==> config.mk <==
export PLATFORM = sky130hd
export DESIGN_NAME = crc_configurable_width_byte_update
export DESIGN_NICKNAME = d
export VERILOG_FILES = /design/src/crccfg_pkg.sv /design/src/crccfg_byte_upd.sv /design/src/crc_configurable_width_byte_update.sv
export SDC_FILE = /design/constraint.sdc
export NUM_CORES = 1
export LEC_CHECK = 0
export ABC_AREA = 1
export BUFFER_PORTS_ARGS = -buffer_cell sky130_fd_sc_hd__buf_2
export CORE_MARGIN = 2
export CORE_UTILIZATION = 45
export DETAILED_ROUTE_END_ITERATION = 12
export HOLD_SLACK_MARGIN = 0.1
export PLACE_DENSITY = 0.65
export SYNTH_ARGS = -nofsm -noshare
export SYNTH_HDL_FRONTEND = slang
export SYNTH_SLANG_ARGS = --single-unit
==> constraint.sdc <==
create_clock -name clk -period 6 [get_ports clk]
set_clock_uncertainty 0.2 [all_clocks]
set_input_delay 0 -clock clk [delete_from_list [all_inputs] [get_ports clk]]
set_output_delay 0 -clock clk [all_outputs]
set_load 0.03 [all_outputs]
==> src/crccfg_pkg.sv <==
// ----------------------------------------------------------------------------
// crccfg_pkg: shared types and constants of the configurable-width CRC engine
// Holds the payload structs of both channels, the register map of the
// configuration port, reset values and the width limits.
// ----------------------------------------------------------------------------
`default_nettype none

package crccfg_pkg;

	localparam int CRC_MAX_WIDTH_DEF = 16;   // default of the MaxWidth parameter
	localparam int CRC_MIN_WIDTH     = 8;
	localparam int BYTE_W            = 8;
	localparam int CRC_FIELD_W       = 16;   // width of seed and crc fields
	localparam int CFG_DATA_W        = 16;   // widest register: polynomial
	localparam int CFG_IDX_W         = 1;
	localparam int CFG_WIDTH_FIELD_W = 5;    // bits of a crc_width write

	typedef enum logic [CFG_IDX_W-1:0] {
		REG_CRC_WIDTH  = 1'b0,
		REG_POLYNOMIAL = 1'b1
	} cfg_reg_t;

	localparam logic [CFG_WIDTH_FIELD_W-1:0] CRC_WIDTH_RESET  = 5'd8;
	localparam logic [CFG_DATA_W-1:0]        POLYNOMIAL_RESET = 16'h0007;

	typedef struct packed {
		logic [BYTE_W-1:0]      data_byte;
		logic                   first_byte;
		logic [CRC_FIELD_W-1:0] seed_value;
		logic                   last_byte;
	} byte_item_t;

	typedef struct packed {
		logic [CRC_FIELD_W-1:0] crc_value;
		logic                   message_done;
	} crc_item_t;

endpackage

`default_nettype wire

==> src/crccfg_byte_upd.sv <==
// ----------------------------------------------------------------------------
// crccfg_byte_upd: one-byte MSB-first CRC update
// Left-aligns the remainder and polynomial to MaxWidth bits so that any width
// runs through the same eight shift-and-reduce steps, then aligns back.
// ----------------------------------------------------------------------------
`default_nettype none

module crccfg_byte_upd #(
	parameter int MaxWidth = crccfg_pkg::CRC_MAX_WIDTH_DEF
) (
	input  wire logic [$clog2(MaxWidth+1)-1:0] crc_width,
	input  wire logic [MaxWidth-1:0]           polynomial,
	input  wire logic [MaxWidth-1:0]           start,
	input  wire logic [crccfg_pkg::BYTE_W-1:0] data_byte,
	output logic      [MaxWidth-1:0]           result
);
	import crccfg_pkg::*;

	localparam int WW = $clog2(MaxWidth + 1);

	logic [WW-1:0]       align_sh;
	logic [MaxWidth-1:0] rem_al;
	logic [MaxWidth-1:0] poly_al;

	always_comb begin
		align_sh = WW'(MaxWidth) - crc_width;
		// bits at or above the width fall off the top here
		rem_al  = start << align_sh;
		poly_al = polynomial << align_sh;
		rem_al[MaxWidth-1 -: BYTE_W] = rem_al[MaxWidth-1 -: BYTE_W] ^ data_byte;
		for (int k = 0; k < BYTE_W; k++) begin
			if (rem_al[MaxWidth-1]) begin
				rem_al = (rem_al << 1) ^ poly_al;
			end else begin
				rem_al = rem_al << 1;
			end
		end
		result = rem_al >> align_sh;
	end

endmodule

`default_nettype wire

==> src/crc_configurable_width_byte_update.sv <==
// ----------------------------------------------------------------------------
// crc_configurable_width_byte_update: MSB-first CRC, width 8..MaxWidth
// Absorbs one message byte per transfer into a running remainder with a
// programmable polynomial and returns the running CRC for every byte.
// ----------------------------------------------------------------------------
//
//   channel   signals                           dir   transfer when
//   --------  --------------------------------  ----  -------------------------
//   byte      byte_valid, byte_stall, byte_data  in    valid high, stall low
//   crc       crc_valid, crc_stall, crc_data     out   valid high, stall low
//   cfg       cfg_we, cfg_index, cfg_wdata       in    cfg_we high
//
// One byte per cycle while the crc side does not stall. A byte goes to the
// input register on its transfer and its CRC is loaded into the result
// register once that register is empty or being drained, with the eight-step
// XOR update between the input and result registers.
// Reset gives width 8, polynomial 0x07 and a remainder of zero.
// A stall on the crc side holds the result register; the input register
// keeps taking bytes until it holds one that cannot move on.
// ----------------------------------------------------------------------------
`default_nettype none

module crc_configurable_width_byte_update #(
	parameter int MaxWidth = crccfg_pkg::CRC_MAX_WIDTH_DEF
) (
	input  wire logic                             clk,
	input  wire logic                             arst_n,
	// byte channel
	input  wire logic                             byte_valid,
	output logic                                  byte_stall,
	input  wire crccfg_pkg::byte_item_t           byte_data,
	// crc channel
	output logic                                  crc_valid,
	input  wire logic                             crc_stall,
	output crccfg_pkg::crc_item_t                 crc_data,
	// configuration
	input  wire logic                             cfg_we,
	input  wire logic [crccfg_pkg::CFG_IDX_W-1:0]  cfg_index,
	input  wire logic [crccfg_pkg::CFG_DATA_W-1:0] cfg_wdata
);
	import crccfg_pkg::*;

	localparam int WW = $clog2(MaxWidth + 1);

	// configuration registers
	logic [WW-1:0]       crc_width_q;
	logic [MaxWidth-1:0] polynomial_q;

	// running remainder, right-aligned
	logic [MaxWidth-1:0] remainder_q;

	// input stage
	logic       valid_s1;
	byte_item_t item_s1;

	// result stage
	logic      out_valid_q;
	crc_item_t out_item_q;

	logic                         out_load;
	logic [CFG_WIDTH_FIELD_W-1:0] width_wr;
	logic [CFG_WIDTH_FIELD_W-1:0] width_sat;
	logic [MaxWidth-1:0]          start;
	logic [MaxWidth-1:0]          next_rem;

	// ---- configuration writes: saturate the width into 8..MaxWidth ----
	always_comb begin
		width_wr = cfg_wdata[CFG_WIDTH_FIELD_W-1:0];
		if (width_wr < CFG_WIDTH_FIELD_W'(CRC_MIN_WIDTH)) begin
			width_sat = CFG_WIDTH_FIELD_W'(CRC_MIN_WIDTH);
		end else if (width_wr > CFG_WIDTH_FIELD_W'(MaxWidth)) begin
			width_sat = CFG_WIDTH_FIELD_W'(MaxWidth);
		end else begin
			width_sat = width_wr;
		end
	end

	always_ff @(posedge clk or negedge arst_n) begin
		if (!arst_n) begin
			crc_width_q  <= CRC_WIDTH_RESET[WW-1:0];
			polynomial_q <= POLYNOMIAL_RESET[MaxWidth-1:0];
		end else if (cfg_we) begin
			unique case (cfg_reg_t'(cfg_index))
				REG_CRC_WIDTH:  crc_width_q  <= width_sat[WW-1:0];
				REG_POLYNOMIAL: polynomial_q <= cfg_wdata[MaxWidth-1:0];
				default: ;
			endcase
		end
	end

	// ---- flow control ----
	// load the result register whenever it is empty or being drained
	assign out_load   = !out_valid_q || !crc_stall;
	// hold off the byte side only while the input register cannot move on
	assign byte_stall = valid_s1 && !out_load;

	always_ff @(posedge clk or negedge arst_n) begin
		if (!arst_n) begin
			valid_s1 <= 1'b0;
		end else if (!byte_stall) begin
			valid_s1 <= byte_valid;
		end
	end

	always_ff @(posedge clk) begin
		if (byte_valid && !byte_stall) begin
			item_s1 <= byte_data;
		end
	end

	// ---- byte update ----
	// a first byte restarts from the seed; bits above the width drop in the update
	assign start = item_s1.first_byte ? item_s1.seed_value[MaxWidth-1:0] : remainder_q;

	crccfg_byte_upd #(
		.MaxWidth (MaxWidth)
	) u_byte_upd (
		.crc_width  (crc_width_q),
		.polynomial (polynomial_q),
		.start      (start),
		.data_byte  (item_s1.data_byte),
		.result     (next_rem)
	);

	// advance the remainder only when the byte moves into the result register
	always_ff @(posedge clk or negedge arst_n) begin
		if (!arst_n) begin
			remainder_q <= '0;
			out_valid_q <= 1'b0;
		end else if (out_load) begin
			out_valid_q <= valid_s1;
			if (valid_s1) begin
				remainder_q <= next_rem;
			end
		end
	end

	always_ff @(posedge clk) begin
		if (out_load && valid_s1) begin
			out_item_q.crc_value    <= CRC_FIELD_W'(next_rem);
			out_item_q.message_done <= item_s1.last_byte;
		end
	end

	assign crc_valid = out_valid_q;
	assign crc_data  = out_item_q;

	// ---- assertions ----
	a_width_range: assert property (@(posedge clk) disable iff (!arst_n)
		(crc_width_q >= WW'(CRC_MIN_WIDTH)) && (crc_width_q <= WW'(MaxWidth)))
		else $error("crc width register left its legal range");

	a_stall_full: assert property (@(posedge clk) disable iff (!arst_n)
		(valid_s1 && out_valid_q && crc_stall) |-> byte_stall)
		else $error("byte accepted while both stages are held");

	a_result_load: assert property (@(posedge clk) disable iff (!arst_n)
		(valid_s1 && !(out_valid_q && crc_stall)) |=> crc_valid)
		else $error("byte in input register did not reach the result register");

	a_rem_hold: assert property (@(posedge clk) disable iff (!arst_n)
		(!valid_s1) |=> $stable(remainder_q))
		else $error("remainder changed without a byte");

endmodule

`default_nettype wire
==> impl_metrics.csv <==
group,metric,value,unit
floorplan,core_area,0.0174,mm^2
placed_design,place_congestion,0.965,
synthesis,synthCells,1253,
critical_path,slowest_stage,"dfrtp_1",
synthesis,synth_nets,1302,
cells_and_area,postLayoutCellArea,0.00936,mm^2
critical_path,cp-end-kind,"register",
pwr,power_density,647,mW/mm^2
grt,grt_max_degree,50,
drt,wirelength,24.1,mm
critical_path,crit_fanout,18,
cells_and_area,drive_above_1_share,15.2,%
synthesis,synth-edff-count,43,
timing,final-hold-violation-count,0,
critical_path,critPathKind,"register to register",
placed_design,post-place-ws,0.128,ns
clock_tree,cts_sinks,82,
cells_and_area,final_nets,1397,
drt,wl_per_cell,15.3,um
grt,grt_pass1_wl,38.5,mm
placed_design,place_area,0.00849,mm^2
cells_and_area,layout.cells.most_common,"nand2_1",
critical_path,cp_common_cell,"nand2_1",
timing,fmax,0.180,GHz
floorplan,num_rows,48,
critical_path,cp.required,5.91,ns
synthesis,synth.distinct_cells,42,
timing,finalMaxSlewViolations,0,
timing,setup_slack,0.450,ns
clock_tree,numCtsBuffers,9,
drt,avgViaCountPerCell,5.31,
clock_tree,cts_buffer_depth,2,
floorplan,dieArea,0.0189,mm^2
floorplan,start_util,46.2,%
grt,grt_pass1_vias,7673,
floorplan,die_h,138,um
clock_tree,tritoncts,"built",
critical_path,reg2reg_slack,0.45,ns
synthesis,yosysWarnings,0,
drt,drc_errors,0,
run_status,status,"complete, no violations",
floorplan,io_pins,67,
timing,rsz0062_at_grt,"no",
timing,relSlewSlack,24.7,%
clock_tree,root_buffer,"clkbuf_16",
placed_design,port-buffer-count,66,
synthesis,yosys_register_bits,82,
timing,setup-tns-final,0,ns
critical_path,critPathLaunchType,"register",
flow_run,drv_cap,0,
worst_hold_path,hold_path.class,"input port to asynchronous set/reset pin",
critical_path,crit-reg2reg-capture,"crc_data[3]",
synthesis,syn-cell-area,0.00803,mm^2
grt,grt_antenna_before_repair,0,
drt,drtIter0Drc,734,
pwr,power,6.06,mW
pwr,p_leak,4.57,nW
timing,worst_pin_slew,1.13,ns
drt,num_vias,8379,
synthesis,async_flop_share,47.6,%
synthesis,synth.avg_cell_area,6.41,um^2
critical_path,rr_worst_depth,35,
timing,period_minus_slack,5.55,ns
grt,grt-ovfl-total,0,
drt,ant_nets,0,
placed_design,dp_hpwl,17.9,mm
clock_tree,clkLatencyLatePin,0.35,ns
grt,grt_usage,26.0,%
critical_path,worst_ep_arrival_time,5.46,ns
cells_and_area,num-fill-cells,1723,
cells_and_area,mostFrequentLayoutCells,"nand2_1 (445), nand3_1 (317), inv_1 (92)",
timing,final.period_utilization,92.5,%
clock_tree,clk_pin_slew,0.07,ns
synthesis,ys_seq_area_share,28.3,%
synthesis,synth-main-ff-cell,"edfxtp_1",
cells_and_area,diodes,0,
cells_and_area,syn_to_final_growth,16.7,%
floorplan,die_x,138,um
clock_tree,cts_max_level,3,
pwr,ir_drop,0.570,mV
drt,dr.pass1.iters,7,
critical_path,r2r-start,"crc_width_q[1]",
timing,setup_viol,0,
critical_path,cpPeakStageDelay,0.37,ns
power breakdown:
group | switching, mW | internal, mW
clock | 0.257 | 0.293
combinational | 3.20 | 1.49
sequential | 0.0595 | 0.760
total | 3.51 | 2.55
sequential cells by signal, summed over array words and instances (netlist names):
name	cells
crc_data	17
crc_valid	1
crc_width_q	5
item_s1	26
polynomial_q	16
remainder_q	16
valid_s1	1
layout make-up:
| class | instances | area [um^2] | area share [%] |
|---|---|---|---|
| clock buffers | 9 | 225 | 2.41 |
| well taps | 225 | 282 | 3.01 |
| repair buffers | 147 | 1090 | 11.6 |
| clock inverters | 7 | 70.1 | 0.748 |
| multi-input cells | 997 | 5000 | 53.4 |
| inverters | 111 | 422 | 4.50 |
| flip-flops and latches | 82 | 2270 | 24.3 |
critical path: cells and delay by family (launching register included):
family	cells	cell delay [ns]
compound gates	2	0.33
xor+xnor	2	0.46
fa+ha+maj	1	0.26
buf+inv	9	1.17
flops	1	0.37
simple gates	21	2.49
logic make-up (layout without fill, tap and decap cells):
group / Yosys count / in the layout / share of synthesized area, %
mux: 14 / 14 / 1.95
xor+xnor: 42 / 42 / 5.00
compound gates: 64 / 64 / 4.47
fa+ha+maj: 1 / 1 / 0.156
buf+inv: 174 / 274 / 9.74
simple gates: 876 / 876 / 50.4
flops: 82 / 82 / 28.3
timing repair:
action | in CTS | in global routing
hold endpoints to repair | 88 | 0
hold buffers | 49 | 0
buffers inserted | 0 | 3
setup endpoints to repair | 0 | 32
gates resized for setup | 0 | 15
layer usage:
layer / part of all wire (%) / up-vias / GRT usage, % / wire length, um
met5: 0 / - / 0 / 0
met4: 2.8 / 0 / 8.82 / 677
met3: 4.2 / 43 / 2.35 / 1020
met2: 46 / 263 / 43.5 / 11200
met1: 47 / 3793 / 35.3 / 11300
li1: - / 4280 / - / -
synth_stat cells, types with 3 or more instances:
cell type / number / share of area, %
buf_4: 13 / 1.2
and2_1: 5 / 0.39
o22ai_1: 3 / 0.23
a21oi_2: 5 / 0.55
inv_1: 93 / 4.3
dfstp_2: 4 / 1.3
xnor2_1: 19 / 2.1
nand3_1: 317 / 20
o21ai_0: 33 / 2.1
or2_2: 4 / 0.31
nand2_1: 445 / 21
xor2_1: 20 / 2.2
nand3_4: 4 / 0.87
nand2_4: 7 / 0.98
buf_1: 5 / 0.23
nand3_2: 14 / 1.7
or2_1: 3 / 0.23
nor2_2: 5 / 0.39
nor2_1: 47 / 2.2
inv_2: 14 / 0.65
mux2_2: 13 / 1.8
clkinv_1: 3 / 0.14
clkbuf_1: 8 / 0.37
buf_2: 32 / 2.0
edfxtp_1: 43 / 16
o21ai_1: 13 / 0.81
a21oi_1: 4 / 0.25
o21bai_1: 3 / 0.28
buf_6: 5 / 0.70
dfrtp_1: 35 / 11
nand3b_1: 8 / 0.75
nand2_2: 9 / 0.70
nor2_4: 4 / 0.56
worst max path at each step:
stage	from	to	slack, ns	cells after the start
5_1_grt	crc_width_q[1]	crc_data[3]	0.01	36
6_report	crc_width_q[1]	crc_data[3]	0.45	35
4_1_cts	crc_width_q[0]	crc_data[3]	0.13	35
3_5_place_dp	crc_width_q[0]	crc_data[3]	0.13	35
3_3_place_gp	crc_width_q[0]	crc_data[3]	0.21	33
2_1_floorplan	crc_width_q[0]	crc_data[1]	0.88	34
metrics by stage:
step	instances	hold slack, ns	util (%)
after floorplan	1253	-0.496	-
after global placement	1510	-0.0320	48.9
after detailed placement	1510	-0.0320	48.9
after CTS	1575	0.126	53.5
after global routing	1578	0.152	54.0
final	1578	0.125	54.0
(Power assumes the default switching activity.)
